===== config.mk =====
export PLATFORM = sky130hd
export DESIGN_NAME = sram_pattern_self_test_core_flat
export DESIGN_NICKNAME = d
export VERILOG_FILES = /design/src/rtl/core/spst_pkg.sv /design/src/rtl/core/spst_if.sv /design/src/rtl/core/spst_size.sv /design/src/rtl/core/sram_pattern_self_test_core.sv /design/src/flat_wrapper.sv
export SDC_FILE = /design/constraint.sdc
export NUM_CORES = 1
export LEC_CHECK = 0
export BUFFER_PORTS_ARGS = -buffer_cell sky130_fd_sc_hd__buf_2
export CAP_MARGIN = 20
export CORE_AREA = 2 2 202 204
export CTS_CLUSTER_DIAMETER = 200
export CTS_CLUSTER_SIZE = 14
export DETAILED_ROUTE_END_ITERATION = 12
export DIE_AREA = 0 0 204 206
export PLACE_DENSITY = 0.65
export SLEW_MARGIN = 20
export SYNTH_ARGS = -nofsm -noshare
export SYNTH_HDL_FRONTEND = slang
export SYNTH_SLANG_ARGS = --single-unit

===== constraint.sdc =====
create_clock -name clk_i -period 6.6 [get_ports clk_i]
set_input_delay 0.66 -clock clk_i [delete_from_list [all_inputs] [get_ports clk_i]]
set_output_delay 0.66 -clock clk_i [all_outputs]
set_load 0.02 [all_outputs]

===== src/rtl/core/spst_pkg.sv =====
// Package for the memory pattern self-test core: field widths, codes,
// register reset values and the data background function. No dependencies.
`timescale 1ns / 1ps
`default_nettype none

package spst_pkg;

  // Default size of the memory under test, in bytes
  localparam int unsigned MemoryBytesDefault = 1048576;

  // Fixed field widths
  localparam int unsigned TestBytesW = 24;
  localparam int unsigned WordW      = 16;
  localparam int unsigned MemIndexW  = 19;
  localparam int unsigned AddrW      = 32;
  localparam int unsigned CountW     = 32;
  localparam int unsigned TestedW    = 21;
  localparam int unsigned DefBytesW  = 21;
  localparam int unsigned CfgDataW   = 32;
  localparam int unsigned CfgIdxW    = 1;
  localparam int unsigned PhaseW     = 3;

  // Register reset values
  localparam logic [DefBytesW-1:0] DefBytesReset = 21'd65536;
  localparam logic [AddrW-1:0]     BaseAddrReset = 32'h6000_0000;

  // Five passes: address-xor background, then four solid backgrounds
  localparam logic [PhaseW-1:0] NumPhases   = 3'd5;
  localparam logic [WordW-1:0]  AddrPattern = 16'hA5A5;

  typedef enum logic {
    ActStart = 1'b0,
    ActStep  = 1'b1
  } action_e;

  typedef enum logic [1:0] {
    MemNone  = 2'd0,
    MemWrite = 2'd1,
    MemRead  = 2'd2
  } mem_req_e;

  typedef enum logic [1:0] {
    StOk   = 2'd0,
    StFail = 2'd1,
    StBusy = 2'd2
  } status_e;

  typedef enum logic [CfgIdxW-1:0] {
    CfgDefaultBytes = 1'b0,
    CfgBaseAddr     = 1'b1
  } cfg_idx_e;

  // Data background of a pass at a given halfword index
  function automatic logic [WordW-1:0] pattern_of(input logic [PhaseW-1:0] phase,
                                                   input logic [WordW-1:0]  idx);
    logic [WordW-1:0] pat;
    case (phase[1:0] - 2'd1)
      2'd0:    pat = 16'h0000;
      2'd1:    pat = 16'hFFFF;
      2'd2:    pat = 16'hAAAA;
      default: pat = 16'h5555;
    endcase
    if (phase == '0) begin
      pat = AddrPattern ^ idx;
    end
    return pat;
  endfunction

endpackage

`default_nettype wire


===== src/rtl/core/spst_if.sv =====
// Channel interfaces of the memory pattern self-test core: the item input
// and the result output. Depend on spst_pkg for the field widths.
`timescale 1ns / 1ps
`default_nettype none

interface spst_in_if;
  logic                              valid;
  logic                              ready;
  logic                              action;
  logic [spst_pkg::TestBytesW-1:0]   test_bytes;
  logic [spst_pkg::WordW-1:0]        read_data;

  modport source (output valid, action, test_bytes, read_data, input ready);
  modport sink   (input valid, action, test_bytes, read_data, output ready);
endinterface

interface spst_out_if;
  logic                              valid;
  logic                              ready;
  logic [1:0]                        mem_request;
  logic [spst_pkg::MemIndexW-1:0]    mem_index;
  logic [spst_pkg::WordW-1:0]        mem_write_data;
  logic                              start_rejected;
  logic [1:0]                        test_status;
  logic [spst_pkg::AddrW-1:0]        fail_address;
  logic [spst_pkg::WordW-1:0]        expected_value;
  logic [spst_pkg::WordW-1:0]        actual_value;
  logic [spst_pkg::CountW-1:0]       pass_count;
  logic [spst_pkg::CountW-1:0]       fail_count;
  logic [spst_pkg::TestedW-1:0]      tested_bytes;

  modport source (output valid, mem_request, mem_index, mem_write_data, start_rejected,
                  test_status, fail_address, expected_value, actual_value, pass_count,
                  fail_count, tested_bytes, input ready);
  modport sink   (input valid, mem_request, mem_index, mem_write_data, start_rejected,
                  test_status, fail_address, expected_value, actual_value, pass_count,
                  fail_count, tested_bytes, output ready);
endinterface

`default_nettype wire


===== src/rtl/core/spst_size.sv =====
// Test size decode: default substitution, clamp to the memory size and
// rounding to whole halfwords. Depends on spst_pkg.
`timescale 1ns / 1ps
`default_nettype none

module spst_size #(
  parameter int unsigned MemoryBytes = spst_pkg::MemoryBytesDefault
) (
  input  wire logic [spst_pkg::TestBytesW-1:0]        test_bytes_i,
  input  wire logic [spst_pkg::DefBytesW-1:0]         default_bytes_i,
  output logic      [$clog2(MemoryBytes + 1)-1:0]     bytes_o,
  output logic                                        reject_o
);
  import spst_pkg::*;

  localparam int unsigned CntW = $clog2(MemoryBytes + 1);

  logic [31:0] sel_bytes;
  logic [31:0] clamp_bytes;
  logic [31:0] even_bytes;

  // Zero asks for the default; clamp; drop an odd trailing byte
  always_comb begin
    sel_bytes   = (test_bytes_i == '0) ? 32'(default_bytes_i) : 32'(test_bytes_i);
    clamp_bytes = (sel_bytes > 32'(MemoryBytes)) ? 32'(MemoryBytes) : sel_bytes;
    even_bytes  = clamp_bytes & ~32'd1;
  end

  assign bytes_o  = even_bytes[CntW-1:0];
  assign reject_o = (even_bytes == '0);

endmodule

`default_nettype wire


===== src/rtl/core/sram_pattern_self_test_core.sv =====
// Top level of the memory pattern self-test core: test sequencer, failure
// record, counters and result register. Depends on spst_pkg, spst_if, spst_size.
`timescale 1ns / 1ps
`default_nettype none

// Memory data-background self-test sequencer. Every accepted item (a start or a
// memory step) yields one registered result, holding the next memory command
// and the status after that item. One item is taken per cycle: the sequencer
// state updates at the transfer and the single result register is refilled in the
// same cycle that the downstream side takes its content, so the only stall is
// back-pressure on the output channel. Step items must return the read data for
// the read issued by the previous item. Configuration writes are taken at any
// time and should be made while no test is running.
module sram_pattern_self_test_core #(
  parameter int unsigned MemoryBytes = spst_pkg::MemoryBytesDefault
) (
  input  wire logic                             clk_i,
  input  wire logic                             rst_ni,
  spst_in_if.sink                               in_ch,
  spst_out_if.source                            out_ch,
  input  wire logic                             cfg_we_i,
  input  wire logic [spst_pkg::CfgIdxW-1:0]     cfg_index_i,
  input  wire logic [spst_pkg::CfgDataW-1:0]    cfg_wdata_i
);
  import spst_pkg::*;

  localparam int unsigned CntW = $clog2(MemoryBytes + 1);
  localparam int unsigned HwW  = $clog2(MemoryBytes / 2 + 1);

  // Configuration registers
  logic [DefBytesW-1:0] def_bytes_q;
  logic [AddrW-1:0]     base_addr_q;

  // Sequencer state
  logic [PhaseW-1:0] phase_q, phase_d;
  logic              reading_q, reading_d;
  logic [HwW-1:0]    cursor_q, cursor_d;
  logic [HwW-1:0]    total_q, total_d;
  status_e           status_q, status_d;
  logic [AddrW-1:0]  fail_addr_q, fail_addr_d;
  logic [WordW-1:0]  exp_q, exp_d;
  logic [WordW-1:0]  act_q, act_d;
  logic [CountW-1:0] passes_q, passes_d;
  logic [CountW-1:0] fails_q, fails_d;
  logic [CntW-1:0]   tested_q, tested_d;
  logic              pend_valid_q, pend_valid_d;
  logic [HwW-1:0]    pend_idx_q, pend_idx_d;
  logic [WordW-1:0]  pend_exp_q, pend_exp_d;

  // Result register (command part)
  logic              out_valid_q;
  mem_req_e          req_q, req_d;
  logic [MemIndexW-1:0] idx_q, idx_d;
  logic [WordW-1:0]  wdata_q, wdata_d;
  logic              rej_q, rej_d;

  // Working values
  logic              in_xfer;
  logic [CntW-1:0]   start_bytes;
  logic              start_reject;
  logic              do_issue;
  logic [PhaseW-1:0] phase_b;
  logic              reading_b;
  logic [HwW-1:0]    cursor_b;
  logic [HwW:0]      cursor_inc;
  logic [31:0]       cursor_wide;
  logic [WordW-1:0]  pattern;

  assign in_ch.ready = !out_valid_q || out_ch.ready;
  assign in_xfer     = in_ch.valid && in_ch.ready;

  // Start size decode
  spst_size #(
    .MemoryBytes (MemoryBytes)
  ) u_size (
    .test_bytes_i    (in_ch.test_bytes),
    .default_bytes_i (def_bytes_q),
    .bytes_o         (start_bytes),
    .reject_o        (start_reject)
  );

  // Configuration writes
  always_ff @(posedge clk_i or negedge rst_ni) begin
    if (!rst_ni) begin
      def_bytes_q <= DefBytesReset;
      base_addr_q <= BaseAddrReset;
    end else if (cfg_we_i) begin
      case (cfg_idx_e'(cfg_index_i))
        CfgDefaultBytes: def_bytes_q <= cfg_wdata_i[DefBytesW-1:0];
        CfgBaseAddr:     base_addr_q <= cfg_wdata_i;
        default:         ;
      endcase
    end
  end

  // Item processing: start/step decode, read-back compare, next command
  always_comb begin
    phase_d      = phase_q;
    reading_d    = reading_q;
    cursor_d     = cursor_q;
    total_d      = total_q;
    status_d     = status_q;
    fail_addr_d  = fail_addr_q;
    exp_d        = exp_q;
    act_d        = act_q;
    passes_d     = passes_q;
    fails_d      = fails_q;
    tested_d     = tested_q;
    pend_valid_d = pend_valid_q;
    pend_idx_d   = pend_idx_q;
    pend_exp_d   = pend_exp_q;
    req_d        = MemNone;
    idx_d        = '0;
    wdata_d      = '0;
    rej_d        = 1'b0;
    do_issue     = 1'b0;
    phase_b      = phase_q;
    reading_b    = reading_q;
    cursor_b     = cursor_q;

    if (in_xfer) begin
      if (action_e'(in_ch.action) == ActStart) begin
        if (start_reject) begin
          rej_d = 1'b1;
        end else begin
          tested_d     = start_bytes;
          total_d      = start_bytes[CntW-1:1];
          fail_addr_d  = '0;
          exp_d        = '0;
          act_d        = '0;
          status_d     = StBusy;
          phase_b      = '0;
          reading_b    = 1'b0;
          cursor_b     = '0;
          pend_valid_d = 1'b0;
          do_issue     = 1'b1;
        end
      end else if (status_q == StBusy) begin
        pend_valid_d = 1'b0;
        if (pend_valid_q && (in_ch.read_data != pend_exp_q)) begin
          // First mismatch ends the test
          fail_addr_d = base_addr_q + (32'(pend_idx_q) << 1);
          exp_d       = pend_exp_q;
          act_d       = in_ch.read_data;
          status_d    = StFail;
          fails_d     = fails_q + 1'b1;
        end else if (phase_q >= NumPhases) begin
          status_d = StOk;
          passes_d = passes_q + 1'b1;
        end else begin
          do_issue = 1'b1;
        end
      end
    end

    // Command at the cursor, then advance cursor / half / pass
    cursor_wide = 32'(cursor_b);
    pattern     = pattern_of(phase_b, cursor_wide[WordW-1:0]);
    cursor_inc  = {1'b0, cursor_b} + 1'b1;
    if (do_issue) begin
      idx_d = cursor_wide[MemIndexW-1:0];
      if (!reading_b) begin
        req_d   = MemWrite;
        wdata_d = pattern;
      end else begin
        req_d        = MemRead;
        pend_valid_d = 1'b1;
        pend_idx_d   = cursor_b;
        pend_exp_d   = pattern;
      end
      phase_d   = phase_b;
      reading_d = reading_b;
      cursor_d  = cursor_inc[HwW-1:0];
      if (cursor_inc >= {1'b0, total_d}) begin
        cursor_d = '0;
        if (!reading_b) begin
          reading_d = 1'b1;
        end else begin
          reading_d = 1'b0;
          phase_d   = phase_b + 1'b1;
        end
      end
    end
  end

  // Control state
  always_ff @(posedge clk_i or negedge rst_ni) begin
    if (!rst_ni) begin
      phase_q      <= '0;
      reading_q    <= 1'b0;
      cursor_q     <= '0;
      total_q      <= '0;
      status_q     <= StOk;
      fail_addr_q  <= '0;
      exp_q        <= '0;
      act_q        <= '0;
      passes_q     <= '0;
      fails_q      <= '0;
      tested_q     <= '0;
      pend_valid_q <= 1'b0;
      pend_idx_q   <= '0;
      pend_exp_q   <= '0;
      out_valid_q  <= 1'b0;
    end else begin
      phase_q      <= phase_d;
      reading_q    <= reading_d;
      cursor_q     <= cursor_d;
      total_q      <= total_d;
      status_q     <= status_d;
      fail_addr_q  <= fail_addr_d;
      exp_q        <= exp_d;
      act_q        <= act_d;
      passes_q     <= passes_d;
      fails_q      <= fails_d;
      tested_q     <= tested_d;
      pend_valid_q <= pend_valid_d;
      pend_idx_q   <= pend_idx_d;
      pend_exp_q   <= pend_exp_d;
      if (in_xfer) begin
        out_valid_q <= 1'b1;
      end else if (out_ch.ready) begin
        out_valid_q <= 1'b0;
      end
    end
  end

  // Command part of the result register
  always_ff @(posedge clk_i) begin
    if (in_xfer) begin
      req_q   <= req_d;
      idx_q   <= idx_d;
      wdata_q <= wdata_d;
      rej_q   <= rej_d;
    end
  end

  // Status fields come straight from state, which only moves on a transfer
  logic [31:0] tested_wide;
  assign tested_wide = 32'(tested_q);

  assign out_ch.valid          = out_valid_q;
  assign out_ch.mem_request    = req_q;
  assign out_ch.mem_index      = idx_q;
  assign out_ch.mem_write_data = wdata_q;
  assign out_ch.start_rejected = rej_q;
  assign out_ch.test_status    = status_q;
  assign out_ch.fail_address   = fail_addr_q;
  assign out_ch.expected_value = exp_q;
  assign out_ch.actual_value   = act_q;
  assign out_ch.pass_count     = passes_q;
  assign out_ch.fail_count     = fails_q;
  assign out_ch.tested_bytes   = tested_wide[TestedW-1:0];

`ifndef SYNTHESIS
  // A running test always has halfwords to cover
  a_busy_total: assert property (@(posedge clk_i) disable iff (!rst_ni)
    (status_q == StBusy) |-> (total_q != '0))
    else $error("busy with an empty test size");

  // The pass index never runs beyond the pass count
  a_phase_range: assert property (@(posedge clk_i) disable iff (!rst_ni)
    phase_q <= NumPhases)
    else $error("pass index out of range");

  // A memory command in a result only while the test is running
  a_cmd_busy: assert property (@(posedge clk_i) disable iff (!rst_ni)
    (out_valid_q && (req_q != MemNone)) |-> (status_q == StBusy))
    else $error("memory command issued outside a running test");

  // A rejected start leaves the running status alone
  a_reject_stable: assert property (@(posedge clk_i) disable iff (!rst_ni)
    (in_xfer && (in_ch.action == ActStart) && start_reject) |=> $stable(status_q))
    else $error("rejected start changed the test status");
`endif

endmodule

`default_nettype wire


===== src/flat_wrapper.sv =====
// flat-port wrapper written by rule: the top's interface ports become plain ports
module sram_pattern_self_test_core_flat import spst_pkg::*;
#(
  parameter int unsigned MemoryBytes = spst_pkg::MemoryBytesDefault
)
  (clk_i, rst_ni, cfg_we_i, cfg_index_i, cfg_wdata_i, in_ch_valid, in_ch_action, in_ch_test_bytes, in_ch_read_data, in_ch_ready, out_ch_valid, out_ch_mem_request, out_ch_mem_index, out_ch_mem_write_data, out_ch_start_rejected, out_ch_test_status, out_ch_fail_address, out_ch_expected_value, out_ch_actual_value, out_ch_pass_count, out_ch_fail_count, out_ch_tested_bytes, out_ch_ready);
  spst_in_if in_ch_i ();
  spst_out_if out_ch_i ();
  input  wire logic clk_i;
  input  wire logic rst_ni;
  input  wire logic cfg_we_i;
  input  wire logic [spst_pkg::CfgIdxW-1:0] cfg_index_i;
  input  wire logic [spst_pkg::CfgDataW-1:0] cfg_wdata_i;
  input wire logic [$bits(in_ch_i.valid)-1:0] in_ch_valid;
  input wire logic [$bits(in_ch_i.action)-1:0] in_ch_action;
  input wire logic [$bits(in_ch_i.test_bytes)-1:0] in_ch_test_bytes;
  input wire logic [$bits(in_ch_i.read_data)-1:0] in_ch_read_data;
  output wire logic [$bits(in_ch_i.ready)-1:0] in_ch_ready;
  output wire logic [$bits(out_ch_i.valid)-1:0] out_ch_valid;
  output wire logic [$bits(out_ch_i.mem_request)-1:0] out_ch_mem_request;
  output wire logic [$bits(out_ch_i.mem_index)-1:0] out_ch_mem_index;
  output wire logic [$bits(out_ch_i.mem_write_data)-1:0] out_ch_mem_write_data;
  output wire logic [$bits(out_ch_i.start_rejected)-1:0] out_ch_start_rejected;
  output wire logic [$bits(out_ch_i.test_status)-1:0] out_ch_test_status;
  output wire logic [$bits(out_ch_i.fail_address)-1:0] out_ch_fail_address;
  output wire logic [$bits(out_ch_i.expected_value)-1:0] out_ch_expected_value;
  output wire logic [$bits(out_ch_i.actual_value)-1:0] out_ch_actual_value;
  output wire logic [$bits(out_ch_i.pass_count)-1:0] out_ch_pass_count;
  output wire logic [$bits(out_ch_i.fail_count)-1:0] out_ch_fail_count;
  output wire logic [$bits(out_ch_i.tested_bytes)-1:0] out_ch_tested_bytes;
  input wire logic [$bits(out_ch_i.ready)-1:0] out_ch_ready;
  assign in_ch_i.valid = in_ch_valid;
  assign in_ch_i.action = in_ch_action;
  assign in_ch_i.test_bytes = in_ch_test_bytes;
  assign in_ch_i.read_data = in_ch_read_data;
  assign in_ch_ready = in_ch_i.ready;
  assign out_ch_valid = out_ch_i.valid;
  assign out_ch_mem_request = out_ch_i.mem_request;
  assign out_ch_mem_index = out_ch_i.mem_index;
  assign out_ch_mem_write_data = out_ch_i.mem_write_data;
  assign out_ch_start_rejected = out_ch_i.start_rejected;
  assign out_ch_test_status = out_ch_i.test_status;
  assign out_ch_fail_address = out_ch_i.fail_address;
  assign out_ch_expected_value = out_ch_i.expected_value;
  assign out_ch_actual_value = out_ch_i.actual_value;
  assign out_ch_pass_count = out_ch_i.pass_count;
  assign out_ch_fail_count = out_ch_i.fail_count;
  assign out_ch_tested_bytes = out_ch_i.tested_bytes;
  assign out_ch_i.ready = out_ch_ready;
  sram_pattern_self_test_core #(.MemoryBytes(MemoryBytes)) u_core (.clk_i(clk_i), .rst_ni(rst_ni), .in_ch(in_ch_i), .out_ch(out_ch_i), .cfg_we_i(cfg_we_i), .cfg_index_i(cfg_index_i), .cfg_wdata_i(cfg_wdata_i));
endmodule

# Word-level counts from Yosys, hierarchy flattened
# Cells that the tools add are included.
[op_classes] addsub=6 order_cmp=3 eq_ne=8 mux=53 bitwise_logic=6 n_reduce_logical=18
[op_table] op="$mux W20" n=7
[op_table] op="$mux W16" n=8
[op_table] op="$mux W32" n=4
[op_table] op="$add A32 B1 Y32 const B" n=2
[op_table] op="$mux W24" n=2
[op_table] op="$pmux W16 S3" n=1
[op_table] op="$add A32 B21 Y32" n=1
[op_table] op="$logic_not A32 Y1" n=1
[op_table] op="$gt A24 B21 Y1 const B" n=1
[op_table] op="$logic_not A24 Y1" n=1
[op_table] op="$add A20 B1 Y21 const B" n=1
[op_table] op="$ge A21 B20 Y1" n=1
[op_table] op="$mux W1" n=20
[op_table] op="$ne A16 B16 Y1" n=1
[op_table] op="$mux W3" n=5
[op_table] op="$mux W2" n=6
[op_table] op="$reduce_and A4 Y1" n=3
[op_table] op="$not A8 Y8" n=1
[op_table] op="$reduce_and A2 Y1" n=3
[op_table] op="$not A1 Y1" n=5
[op_table] op="$reduce_and A5 Y1" n=1
[op_table] op="$eq A2 B2 Y1 const B" n=2
[op_table] op="$ne A2 B1 Y1 const B" n=2
[op_table] op="$add A3 B1 Y3 const B" n=1
[op_table] op="other kinds (13)" n=14
[word_totals] reg_bits=323 in_bits=79 out_inout_bits=191

# Longest topological paths before layout
# Gate-level depths: netlist (run 1).
[depth] word_depth=12 ltp_mapped=24

# Cells and area by module
# Synthesis (run 1) repeated with hierarchy kept, for this count alone.
[hier_totals] hier_cells=1504 hier_area_um2=15518.6
[modules_own_cells] mod="sram_pattern_self_test_core" instances=1 cells_per_inst=1430 area_each_um2=15077.0 seq_area_each_um2=8301.7
[modules_own_cells] mod="spst_size" instances=1 cells_per_inst=74 area_each_um2=441.7 seq_area_each_um2=0.0

# Least setup slack after synthesis (run 1)
# OpenSTA, ideal clock, no wires.
[synth_timing] path_kind="in2reg" start="input port in_ch_test_bytes[3]" end="register u_core.cursor_q[2]" setup_time_ns=0.095 arrival_time_ns=5.198 required_ns=6.505 path_slack_ns=1.307 stages=23 n_path_buf=4 path_cell_list="nor4_1 nand4_1 nor4_4 o211ai_2 nand2_2 buf_4 buf_4 and2_1 ha_1 and4_1 nand3_1 xor2_1 nor2_1 ha_1 a211oi_1 o21bai_1 a21o_1 a221o_1 o21a_1 or2_1 buf_2 buf_6 o31ai_1"
[synth_via] elab_chain_cells=11 elab_cells_between_ends=17
[synth_rtl] item="from (decl)" line="flat_wrapper.sv:16" source="input wire logic [$bits(in_ch_i.test_bytes)-1:0] in_ch_test_bytes;"
[synth_rtl] item="$logic_not A24 Y1" line="spst_size.sv:24" source="sel_bytes = (test_bytes_i == '0) ? 32'(default_bytes_i) : 32'(test_bytes_i);"
[synth_rtl] item="$mux W24 *" line="spst_size.sv:24"
[synth_rtl] item="$gt A24 B21 Y1" line="spst_size.sv:25" source="clamp_bytes = (sel_bytes > 32'(MemoryBytes)) ? 32'(MemoryBytes) : sel_bytes;"
[synth_rtl] item="$mux W24 *" line="spst_size.sv:25"
[synth_rtl] item="$logic_not A32 Y1 *" line="spst_size.sv:30" source="assign reject_o = (even_bytes == '0);"
[synth_rtl] item="$mux W20 *" line="sram_pattern_self_test_core.sv:123" source="if (start_reject) begin"
[synth_rtl] item="$mux W20 *" line="sram_pattern_self_test_core.sv:122" source="if (action_e'(in_ch.action) == ActStart) begin"
[synth_rtl] item="$mux W20 *" line="sram_pattern_self_test_core.sv:121" source="if (in_xfer) begin"
[synth_rtl] item="named net u_core.cursor_b[0]" line="sram_pattern_self_test_core.sv:64" source="logic [HwW-1:0] cursor_b;"
[synth_rtl] item="$add A20 B1 Y21 *" line="sram_pattern_self_test_core.sv:159" source="cursor_inc = {1'b0, cursor_b} + 1'b1;"
[synth_rtl] item="$ge A21 B20 Y1" line="sram_pattern_self_test_core.sv:174" source="if (cursor_inc >= {1'b0, total_d}) begin"
[synth_rtl] item="$mux W20 *" line="sram_pattern_self_test_core.sv:174"
[synth_rtl] item="to (signal assigned)" line="sram_pattern_self_test_core.sv:207" source="cursor_q <= cursor_d;"
[synth_rtl] item="to (decl)" line="sram_pattern_self_test_core.sv:37" source="logic [HwW-1:0] cursor_q, cursor_d;"
# The timed path passes the listed nets; every way through them passes the cells marked *.
# A chain may end at the register's enable or synchronous reset.

# Worst setup path after layout (run 1)
[layout_timing] start="input port in_ch_test_bytes[12]" end="register u_core.reading_q"
[layout_via] elab_chain_cells=11 elab_cells_between_ends=21
[layout_rtl] item="$logic_not A24 Y1" line="spst_size.sv:24"
[layout_rtl] item="$mux W24 *" line="spst_size.sv:24"
[layout_rtl] item="$gt A24 B21 Y1" line="spst_size.sv:25"
[layout_rtl] item="$mux W24 *" line="spst_size.sv:25"
[layout_rtl] item="$logic_not A32 Y1 *" line="spst_size.sv:30"
[layout_rtl] item="$mux W20 *" line="sram_pattern_self_test_core.sv:123"
[layout_rtl] item="$mux W20 *" line="sram_pattern_self_test_core.sv:122"
[layout_rtl] item="$mux W20 *" line="sram_pattern_self_test_core.sv:121"
[layout_rtl] item="named net u_core.cursor_b[0]" line="sram_pattern_self_test_core.sv:64"
[layout_rtl] item="$add A20 B1 Y21 *" line="sram_pattern_self_test_core.sv:159"
[layout_rtl] item="$ge A21 B20 Y1 *" line="sram_pattern_self_test_core.sv:174"
[layout_rtl] item="$mux W1 *" line="sram_pattern_self_test_core.sv:174"
[layout_rtl] item="to (signal assigned)" line="sram_pattern_self_test_core.sv:206" source="reading_q <= reading_d;"
[layout_rtl] item="to (decl)" line="sram_pattern_self_test_core.sv:36" source="logic reading_q, reading_d;"
# Marked as above.

==> results of run 1 <==
## placed cells by master (no fill, tap or decap), types with 4 or more instances in the layout
cell type and n:
dfrtp_1 282, nand2_1 280, buf_2 267, o21ai_0 112, xnor2_1 74, a21oi_1 64, nor2_1 62, mux2_2 54
nand3_1 51, ha_1 45, nand4_1 41, edfxtp_1 38, xor2_1 33, and3_1 29, and2_1 28, clkbuf_16 27
o21a_1 25, nor3_1 20, clkbuf_1 17, inv_1 16, buf_4 15, a21o_1 13, o41ai_2 13, nor4_1 11
a211o_1 11, and4_1 10, o22ai_1 10, o31ai_1 9, or3_1 8, nor2b_1 5, o21bai_1 5, a2111o_1 5
a32oi_1 5, o211ai_1 5, nand2b_1 4, or2_2 4, a211oi_1 4, a311oi_1 4
## area by class of cell
| cell class | count | area [um^2] |
|---|---|---|
| Sequential cell | 323 | 8280 |
| Timing Repair Buffer | 283 | 1460 |
| Inverter | 17 | 63.8 |
| Clock inverter | 2 | 25.0 |
| Clock buffer | 44 | 739 |
| Fill cell | 3816 | 21900 |
| Tap cell | 532 | 666 |
| Multi-Input combinational cell | 1102 | 7070 |
| Antenna cell | 1 | 2.50 |
## metrics by stage
step / instances / area, um^2 / worst slack [ps] / hold slack, ps / utilization (%)
2_1_floorplan: 1524 / 15800 / 1310 / 364 / -
3_3_place_gp: 2257 / 17500 / 576 / 451 / 43.6
3_5_place_dp: 2257 / 17500 / 331 / 462 / 43.6
4_1_cts: 2303 / 18300 / 875 / 189 / 45.5
5_1_grt: 2304 / 18300 / 415 / 226 / 45.6
6_report: 2304 / 18300 / 827 / 110 / 45.6
## worst max-delay path by stage
stage / slack, ps / end / start / cells past startpoint
after global placement: 580 / u_core.reading_q / in_ch_test_bytes[12] / 20
after detailed placement: 330 / u_core.reading_q / in_ch_test_bytes[12] / 20
after CTS: 880 / u_core.reading_q / in_ch_test_bytes[12] / 20
after floorplan: 1310 / u_core.cursor_q[2] / in_ch_test_bytes[3] / 23
after global routing: 420 / u_core.reading_q / in_ch_test_bytes[12] / 20
final: 830 / u_core.reading_q / in_ch_test_bytes[12] / 20
## critical path, cell delays in order
cell and delay [ps]:
buf_2 110, nor4_1 450, nand4_1 280, nor4_4 400
o211ai_2 310, nand2_2 190, and2_1 170, ha_1 200
and4_1 260, and3_1 220, nand3_1 100, xor2_1 250
nor2_1 90, ha_1 330, nand4_1 110, or4_1 510
a21oi_1 160, o21a_1 410, or2_1 730, a221oi_1 210
## flip-flops by register name, indices dropped and copies added, names as in the netlist, 3 cells and up
| register | cells |
|---|---|
| u_core.pend_idx_q | 20 |
| u_core.out_ch.fail_count | 32 |
| u_core.phase_q | 3 |
| u_core.total_q | 20 |
| u_core.def_bytes_q | 21 |
| u_core.cursor_q | 20 |
| u_core.out_ch.actual_value | 16 |
| u_core.pend_exp_q | 16 |
| u_core.out_ch.fail_address | 32 |
| u_core.out_ch.tested_bytes | 20 |
| u_core.out_ch.expected_value | 16 |
| u_core.base_addr_q | 32 |
| u_core.out_ch.mem_write_data | 16 |
| u_core.out_ch.mem_index | 19 |
| u_core.out_ch.pass_count | 32 |
## Yosys cell counts (all sizes together) (3+ instances only)
cell type,instances,area share [%]
o21ai,115,3.6
xor2,33,1.8
edfxtp,38,7.2
or2,7,0.28
nor4,13,0.65
a21oi,66,2.2
nor2b,6,0.24
or3,8,0.32
xnor2,74,4.1
o22ai,10,0.40
a2111o,5,0.36
dfrtp,282,45
a31oi,3,0.12
and2,28,1.1
o21bai,5,0.24
a21boi,3,0.14
and4,10,0.55
clkbuf,40,0.97
mux2,54,3.8
nor3,23,0.90
a221o,3,0.19
o211ai,6,0.32
nor2,64,1.6
nand4,42,1.8
inv,17,0.40
a211o,11,0.61
o41ai,14,1.4
a211oi,4,0.19
nand2b,4,0.16
o21a,25,1.2
a21o,13,0.62
and3,29,1.1
ha,45,3.6
dfstp,3,0.50
buf,42,1.7
nand3,52,1.6
a32oi,5,0.28
nand2,283,6.8
o31ai,9,0.43
a311oi,4,0.22
## layer usage
layer,part of all wire (%),global-route usage (%),vias up
met1,44,29.3,6232
li1,-,-,5864
met2,46,34.1,461
met5,0,0,-
met3,7.4,3.82,79
met4,2.3,5.69,0
## power by group through the flow
stage,combinational (mW),sequential (mW),clock [mW]
after floorplan,0.753,2.64,0
after global placement,1.27,2.59,0
after detailed placement,1.29,2.60,0
after CTS,1.30,2.56,1.55
after global routing,1.44,2.59,1.61
final,1.30,2.56,1.51
## cell families after synthesis
kind of cell               count (synthesis)  synth area share, %
AOI/OAI and AO/OA                        314                 13.4
xor gates and xnor gates                 107                 5.93
adders and majority gates                 46                 3.69
buffers and inverters                     99                 3.05
DFF                                      323                 52.4
muxes                                     56                 3.97
other                                      1               0.0237
and+or+nand+nor                          578                 17.6
==> impl_metrics.py, run 1 <==
metrics = {
    "detailed_routing": {
        "wl_per_cell_um": 19.8,
        "vias": 12600,
        "firstDrtPassIters": 5,
        "ant_nets": 0,
        "drt-vias-per-instance": 5.48,
        "drtIter0Drc": 980,
        "drc_errors": 0,
        "wl_um": 45500,
    },
    "global_routing": {
        "grt_pass1_vias": 12000,
        "grt_first_pass_wirelength_um": 69600,
        "gr-total-overflow": 0,
        "antenna_found_initial": 1,
        "grt_usage_pct": 21.1,
        "grt_max_degree": 116,
    },
    "placement": {
        "io_buffers": 268,
        "place_hpwl_um": 33200,
        "place_congestion": 0.901,
    },
    "die": {
        "dieArea_mm2": 0.0420,
        "io_pins": 270,
        "chipWidth_um": 204,
        "row_count": 74,
        "start_util_pct": 39.3,
        "core_area_mm2": 0.0402,
        "die_y_um": 206,
    },
    "finish": {
        "synthToLayoutAreaGrowth_pct": 15.8,
        "nNetsFinal": 1879,
        "final_layout_size_suffix_gt1_share_pct": 23.2,
    },
    "synthesis": {
        "synthDistinctLibCells": 78,
        "ys_ff_latch": 323,
        "synth-main-ff-cell": "dfrtp_1",
        "synth-edff-count": 38,
        "yosysWarnings": 0,
        "syn_nets": 1649,
        "avgSynthCellArea_um2": 10.4,
        "async_reset_ff_share_pct": 88.2,
        "syn_inst": 1524,
        "syn_area_mm2": 0.0158,
        "seq_area_frac_synth_pct": 52.4,
    },
    "cts": {
        "cts_sinks": 323,
        "cts_buffers": 27,
        "cts_resized": 0,
        "clock_path_buffers": 3,
        "clk_pin_slew_ps": 70,
        "tritoncts": "built",
        "clk_latency_ps": 570,
        "cts_setup_buffers": 0,
        "hold_buffers": 0,
        "cts_htree_levels": 1,
        "cts-root-buf": "clkbuf_16",
    },
    "status": {
        "status": "finished, final reports clean",
    },
    "power_and_ir_drop": {
        "pwr_density_cell_mw_per_mm2": 293,
        "peakVddDrop_uv": 165,
        "pwr-share-clk_pct": 28.1,
        "switching_share_pct": 34.8,
        "power_leakage_nw": 8.76,
        "p_total_mw": 5.37,
        "p_seq_share_pct": 47.8,
        "comb_power_share_pct": 24.1,
        "switchingPower_mw": 1.87,
        "intPower_mw": 3.50,
    },
    "timing": {
        "period_minus_slack_ps": 5770,
        "hold_viol_final": 0,
        "worstMarginPinSlew_ps": 1000,
        "maxSlewViolCount": 0,
        "rsz0062_at_grt": "no",
        "finalSetupViolations": 0,
        "fin_tns_setup_ps": 0,
        "fin_crit_sh_pct": 87.5,
        "finClkSkew_ps": 25.8,
        "max_freq_ghz": 0.173,
        "worst_slew_margin_rel_pct": 32.9,
    },
    "worst_setup_path": {
        "ff2ff_setup_slack_ps": 900,
        "worstRegToRegCells": 19,
        "cp-end-kind": "flip-flop",
        "startpoint_type": "input pin",
        "arrival_ps": 6170,
        "path_class": "input pin to flip-flop",
        "required_ps": 7000,
        "r2r-start": "u_core.def_bytes_q[17]",
        "r2r-end": "u_core.reading_q",
        "path_max_fanout": 16,
    },
    "flow_run": {
        "max_cap_violations": 0,
    },
    "hold_path": {
        "hold_class": "input pin to asynchronous set/reset pin",
    },
}
No activity file was read; power rests on OpenSTA's default activity.
==> run 2, diff against run 1 <==
--- a/config.mk
+++ b/config.mk
@@ -5,14 +5,14 @@
 export SDC_FILE = /design/constraint.sdc
 export NUM_CORES = 1
 export LEC_CHECK = 0
-export BUFFER_PORTS_ARGS = -buffer_cell sky130_fd_sc_hd__buf_2
 export CAP_MARGIN = 20
-export CORE_AREA = 2 2 202 204
+export CORE_AREA = 2 2 255 257
 export CTS_CLUSTER_DIAMETER = 200
 export CTS_CLUSTER_SIZE = 14
 export DETAILED_ROUTE_END_ITERATION = 12
-export DIE_AREA = 0 0 204 206
-export PLACE_DENSITY = 0.65
+export DIE_AREA = 0 0 257 259
+export DONT_BUFFER_PORTS = 1
+export PLACE_DENSITY = 0.43
 export SLEW_MARGIN = 20
 export SYNTH_ARGS = -nofsm -noshare
 export SYNTH_HDL_FRONTEND = slang
==> constraint.sdc (replaced) <==
create_clock -name clk_i -period 6.9 [get_ports clk_i]
set_input_delay 0.69 -clock clk_i [delete_from_list [all_inputs] [get_ports clk_i]]
set_output_delay 0.69 -clock clk_i [all_outputs]
set_load 0.02 [all_outputs]
==> impl_metrics.py, run 2 (same netlist as run 1, synthesis figures left out) <==
metrics = {
    "status": {
        "status": "complete, but fails checks",
        "failed_checks": "hold timing",
    },
    "timing": {
        "rsz0062_at_grt": "no",
        "worst_slew_margin_rel_pct": 32.5,
        "fin_crit_sh_pct": 86.0,
        "finalSetupViolations": 0,
        "max_freq_ghz": 0.168,
        "worstMarginPinSlew_ps": 1010,
        "hold_viol_final": 282,
        "maxSlewViolCount": 0,
        "fin_hold_ws_ps": -220,
        "period_minus_slack_ps": 5940,
        "fin_tns_setup_ps": 0,
        "finClkSkew_ps": 46.0,
        "fin_ws_ps": 963,
    },
    "detailed_routing": {
        "drc_errors": 0,
        "wl_per_cell_um": 21.5,
        "vias": 11300,
        "drtIter0Drc": 712,
        "firstDrtPassIters": 4,
        "ant_nets": 0,
        "wl_um": 50800,
        "drt-vias-per-instance": 4.80,
    },
    "power_and_ir_drop": {
        "switching_share_pct": 35.5,
        "power_leakage_nw": 7.46,
        "p_seq_share_pct": 52.6,
        "pwr_density_cell_mw_per_mm2": 291,
        "pwr-share-clk_pct": 29.7,
        "intPower_mw": 3.26,
        "p_total_mw": 5.06,
        "switchingPower_mw": 1.80,
        "comb_power_share_pct": 17.7,
        "peakVddDrop_uv": 191,
    },
    "global_routing": {
        "grt_pass1_vias": 11200,
        "gr-total-overflow": 0,
        "grt_max_degree": 286,
        "grt_first_pass_wirelength_um": 75400,
        "grt_usage_pct": 14.8,
        "antenna_found_initial": 1,
    },
    "cts": {
        "clk_pin_slew_ps": 80,
        "cts_buffers": 27,
        "cts_setup_buffers": 0,
        "cts_htree_levels": 1,
        "cts_sinks": 323,
        "tritoncts": "built",
        "clk_latency_ps": 610,
        "cts-root-buf": "clkbuf_16",
        "clock_path_buffers": 3,
        "cts_resized": 0,
    },
    "hold_path": {
        "hold_class": "input pin to asynchronous set/reset pin",
    },
    "worst_setup_path": {
        "worstRegToRegCells": 20,
        "slowest_stage": "or2_1",
        "endpoint": "u_core.reading_q",
        "required_ps": 7350,
        "path_max_fanout": 16,
        "path_class": "flip-flop to flip-flop",
        "startpoint_type": "flip-flop",
        "max_stage_delay_ps": 740,
        "crit_start": "u_core.def_bytes_q[9]",
        "cp-end-kind": "flip-flop",
        "r2r-start": "u_core.def_bytes_q[9]",
        "ff2ff_setup_slack_ps": 960,
        "arrival_ps": 6390,
        "r2r-end": "u_core.reading_q",
        "crit_chain": "nor4_1, nand3_1, nor4_4, o211ai_2, nand2_2, buf_4, and2_1, ha_1, and4_1, and3_1, nand3_1, xor2_1, nor2_1, ha_1, nand4_1, or4_1, a21oi_1, o21a_1, or2_1, a221oi_1",
    },
    "placement": {
        "place_congestion": 0.861,
        "place_hpwl_um": 37200,
        "dp_slack_ps": 487,
        "io_buffers": 0,
    },
    "finish": {
        "final_layout_size_suffix_gt1_share_pct": 9.30,
        "final_cell_mix": "dfrtp_1 (282), nand2_1 (280), o21ai_0 (112)",
        "synthToLayoutAreaGrowth_pct": 9.93,
        "n_fill_cell": 6693,
        "nNetsFinal": 1609,
        "mostFrequentLayoutCell": "dfrtp_1",
    },
    "die": {
        "io_pins": 270,
        "dieArea_mm2": 0.0666,
        "start_util_pct": 24.7,
        "chipWidth_um": 257,
        "row_count": 93,
        "die_y_um": 259,
        "core_area_mm2": 0.0639,
    },
    "flow_run": {
        "max_cap_violations": 0,
    },
}
run 2: cell types whose count changed in the layout (fill, tap and decap cells not counted), sizes merged:
cell | before | now
buf | 283 | 13
clkbuf | 44 | 48
diode | 1 | 2
run 2: worst min-delay path by stage:
stage	start	to	slack [ps]
2_1_floorplan	rst_ni	u_core.base_addr_q[0]	390
5_1_grt	rst_ni	u_core.out_ch.fail_count[23]	-250
3_3_place_gp	rst_ni	u_core.out_ch.fail_count[23]	400
4_1_cts	rst_ni	u_core.out_ch.actual_value[13]	-270
6_report	rst_ni	u_core.out_ch.fail_count[23]	-220
3_5_place_dp	rst_ni	u_core.out_ch.fail_count[23]	400
run 2: cell type report:
| type | count | area (um^2) | area share, % |
|---|---|---|---|
| multi-input combinational | 1102 | 7070 | 40.7 |
| clock buffer | 48 | 754 | 4.34 |
| sequential | 323 | 8280 | 47.6 |
| tap | 855 | 1070 | 6.16 |
| antenna | 2 | 5.00 | 0.0288 |
| clock inverter | 2 | 36.3 | 0.209 |
| timing repair buffer | 13 | 97.6 | 0.562 |
| inverter | 17 | 63.8 | 0.367 |
run 2: power groups by stage:
stage | registers, mW | logic, mW | clock network [mW]
finish | 2.66 | 0.895 | 1.50
global route | 2.69 | 1.01 | 1.64
CTS | 2.67 | 0.903 | 1.58
detailed placement | 2.70 | 0.898 | 0
global placement | 2.70 | 0.890 | 0
floorplan | 2.52 | 0.720 | 0
run 2: critical path, delay by kind of cell, from the launching register on:
family / cells / cell delay [ps]
AO/OA/AOI/OAI: 4 / 1130
AND/OR/NAND/NOR: 12 / 3230
flip-flops: 1 / 450
buffers and inverters: 1 / 180
adder cells (fa/ha/maj): 2 / 550
XOR/XNOR: 1 / 260
run 2: metal layers:
metal  wire length [um]  global-route usage (%)  share of wire [%]
met2              23800                    24.6                 47
met3               3220                    3.53                6.3
met4               1050                    3.21                2.1
met1              22600                    19.6                 45
met5                  0                       0                  0
run 2: metrics by stage:
step | instance area (um^2) | cells | util, %
floorplan | 15800 | 1524 | -
global placement | 16600 | 2310 | 25.9
detailed placement | 16600 | 2310 | 25.9
CTS | 17400 | 2360 | 27.2
global route | 17400 | 2361 | 27.2
finish | 17400 | 2362 | 27.2
==> run 3, diff against run 2 <==
--- a/config.mk
+++ b/config.mk
@@ -6,13 +6,14 @@
 export NUM_CORES = 1
 export LEC_CHECK = 0
 export CAP_MARGIN = 20
+export CELL_PAD_IN_SITES_DETAIL_PLACEMENT = 0
+export CELL_PAD_IN_SITES_GLOBAL_PLACEMENT = 1
 export CORE_AREA = 2 2 255 257
 export CTS_CLUSTER_DIAMETER = 200
-export CTS_CLUSTER_SIZE = 14
 export DETAILED_ROUTE_END_ITERATION = 12
 export DIE_AREA = 0 0 257 259
 export DONT_BUFFER_PORTS = 1
-export PLACE_DENSITY = 0.43
+export PLACE_DENSITY = 0.51
 export SLEW_MARGIN = 20
 export SYNTH_ARGS = -nofsm -noshare
 export SYNTH_HDL_FRONTEND = slang
==> impl_metrics.py, run 3 (same netlist as run 1, synthesis figures left out) <==
metrics = {
    "placement": {
        "place_congestion": 0.806,
        "dp.cells": 2310,
        "io_buffers": 0,
        "place_hpwl_um": 37200,
        "placed_area_mm2": 0.0166,
    },
    "power_and_ir_drop": {
        "pwr_density_cell_mw_per_mm2": 319,
        "p_seq_share_pct": 46.3,
        "pwr-share-clk_pct": 38.0,
        "comb_power_share_pct": 15.7,
        "switching_share_pct": 33.2,
        "switchingPower_mw": 1.91,
        "peakVddDrop_uv": 156,
        "intPower_mw": 3.83,
        "power_leakage_nw": 7.75,
    },
    "detailed_routing": {
        "drt-vias-per-instance": 4.81,
        "wl_um": 51400,
        "firstDrtPassIters": 5,
        "vias": 11500,
        "ant_nets": 0,
        "wl_per_cell_um": 21.6,
        "drtIter0Drc": 880,
        "drc_errors": 0,
    },
    "global_routing": {
        "antenna_found_initial": 1,
        "grt_pass1_vias": 11500,
        "grt_usage_pct": 15.3,
        "gr-total-overflow": 0,
        "grt_max_degree": 286,
        "grt_first_pass_wirelength_um": 77500,
    },
    "timing": {
        "max_freq_ghz": 0.167,
        "finClkSkew_ps": 10.5,
        "period_minus_slack_ps": 6000,
        "rsz0062_at_grt": "no",
        "worstMarginPinSlew_ps": 1010,
        "finalSetupViolations": 0,
        "hold_viol_final": 282,
        "worst_slew_margin_rel_pct": 32.7,
        "fin_hold_ws_ps": -170,
        "fin_crit_sh_pct": 86.9,
        "maxSlewViolCount": 0,
        "fin_tns_setup_ps": 0,
    },
    "finish": {
        "final_cell_area_mm2": 0.0180,
        "multi_input_area_mm2": 0.00706,
        "seq_area_mm2": 0.00828,
        "mostFrequentLayoutCell": "dfrtp_1",
        "final_cell_mix": "dfrtp_1 (282), nand2_1 (280), o21ai_0 (112)",
        "n_fill_cell": 6633,
        "synthToLayoutAreaGrowth_pct": 13.6,
        "final_layout_size_suffix_gt1_share_pct": 11.6,
        "n_antenna_cell": 0,
        "finish.utilization_pct": 28.1,
        "nNetsFinal": 1623,
        "layout.cells.non_filler": 2385,
    },
    "worst_setup_path": {
        "path_max_fanout": 16,
        "cp-end-kind": "flip-flop",
        "endpoint": "u_core.reading_q",
        "arrival_ps": 6390,
        "startpoint_type": "flip-flop",
        "required_ps": 7300,
        "path_class": "flip-flop to flip-flop",
        "r2r-end": "u_core.reading_q",
        "r2r-start": "u_core.def_bytes_q[13]",
        "worstRegToRegCells": 20,
        "ff2ff_setup_slack_ps": 900,
        "crit_start": "u_core.def_bytes_q[13]",
    },
    "status": {
        "status": "complete, but fails checks",
        "failed_checks": "hold timing",
    },
    "die": {
        "io_pins": 270,
        "core_area_mm2": 0.0639,
        "row_count": 93,
        "chipWidth_um": 257,
        "die_y_um": 259,
        "dieArea_mm2": 0.0666,
        "start_util_pct": 24.7,
    },
    "cts": {
        "clk_latency_ps": 560,
        "clk_pin_slew_ps": 60,
        "tritoncts": "built",
        "clock_path_buffers": 3,
        "cts-root-buf": "clkbuf_16",
        "cts_sinks": 323,
        "cts_htree_levels": 2,
        "cts_buffers": 41,
        "cts_setup_buffers": 0,
        "cts_resized": 0,
    },
    "flow_run": {
        "max_cap_violations": 0,
    },
    "hold_path": {
        "hold_class": "input pin to asynchronous set/reset pin",
    },
}
run 3: changes by cell type in the layout (fill, tap and decap cells not counted), moves of 2 or more:
cell | before | now
clkbuf_1 | 21 | 5
clkbuf_16 | 27 | 43
clkbuf_8 | 0 | 9
clkinv_2 | 0 | 7
clkinvlp_4 | 0 | 5
clkinv_1 | 0 | 4
bufinv_16 | 0 | 2
diode_2 | 2 | 0
run 3: worst min path at each step:
stage,cells past startpoint,from,endpoint
2_1_floorplan,0,rst_ni,u_core.base_addr_q[0]
3_3_place_gp,0,rst_ni,u_core.out_ch.fail_count[10]
3_5_place_dp,0,rst_ni,u_core.out_ch.fail_count[8]
4_1_cts,0,rst_ni,u_core.out_ch.fail_count[9]
5_1_grt,0,rst_ni,u_core.out_ch.fail_count[9]
6_report,0,rst_ni,u_core.out_ch.fail_count[9]
run 3: power groups by stage:
stage,logic [mW],clock network (mW),registers [mW]
floorplan,0.720,0,2.52
global placement,0.895,0,2.70
detailed placement,0.903,0,2.70
CTS,0.910,2.27,2.67
global route,1.02,2.34,2.70
finish,0.900,2.18,2.66
run 3: metrics by stage:
stage               setup slack [ps]  hold slack [ps]  power, mW
floorplan                       1580              394       3.24
global placement                 593              401       3.59
detailed placement               428              401       3.60
CTS                              898             -212       5.85
global route                     431             -216       6.06
finish                           903             -170       5.74
run 3: layout make-up:
class                      instances  share of cell area [%]
sequential                       323                    46.1
clock buffer                      57                    6.79
clock inverter                    18                   0.850
inverter                          17                   0.355
multi-input combinational       1102                    39.3
timing repair buffer              13                   0.613
tap                              855                    5.96
run 3: routing by layer:
| metal | vias up | global-route usage [%] | routed length [um] |
|---|---|---|---|
| met1 | 5680 | 20.7 | 23100 |
| li1 | 5383 | - | - |
| met4 | 0 | 3.38 | 907 |
| met3 | 51 | 4.67 | 4110 |
| met5 | - | 0 | 0 |
| met2 | 362 | 24.1 | 23300 |
run 3: worst max-delay path, stage by stage (launching register included):
cell and delay [ps]:
dfrtp_1 420, nor4_1 290, nand3_1 220, nor4_4 350, o211ai_2 330, nand2_2 180
buf_4 190, and2_1 140, ha_1 200, and4_1 270, and3_1 220, nand3_1 100
xor2_1 290, nor2_1 90, ha_1 320, nand4_1 110, or4_1 520, a21oi_1 180
o21a_1 420, or2_1 760, a221oi_1 210
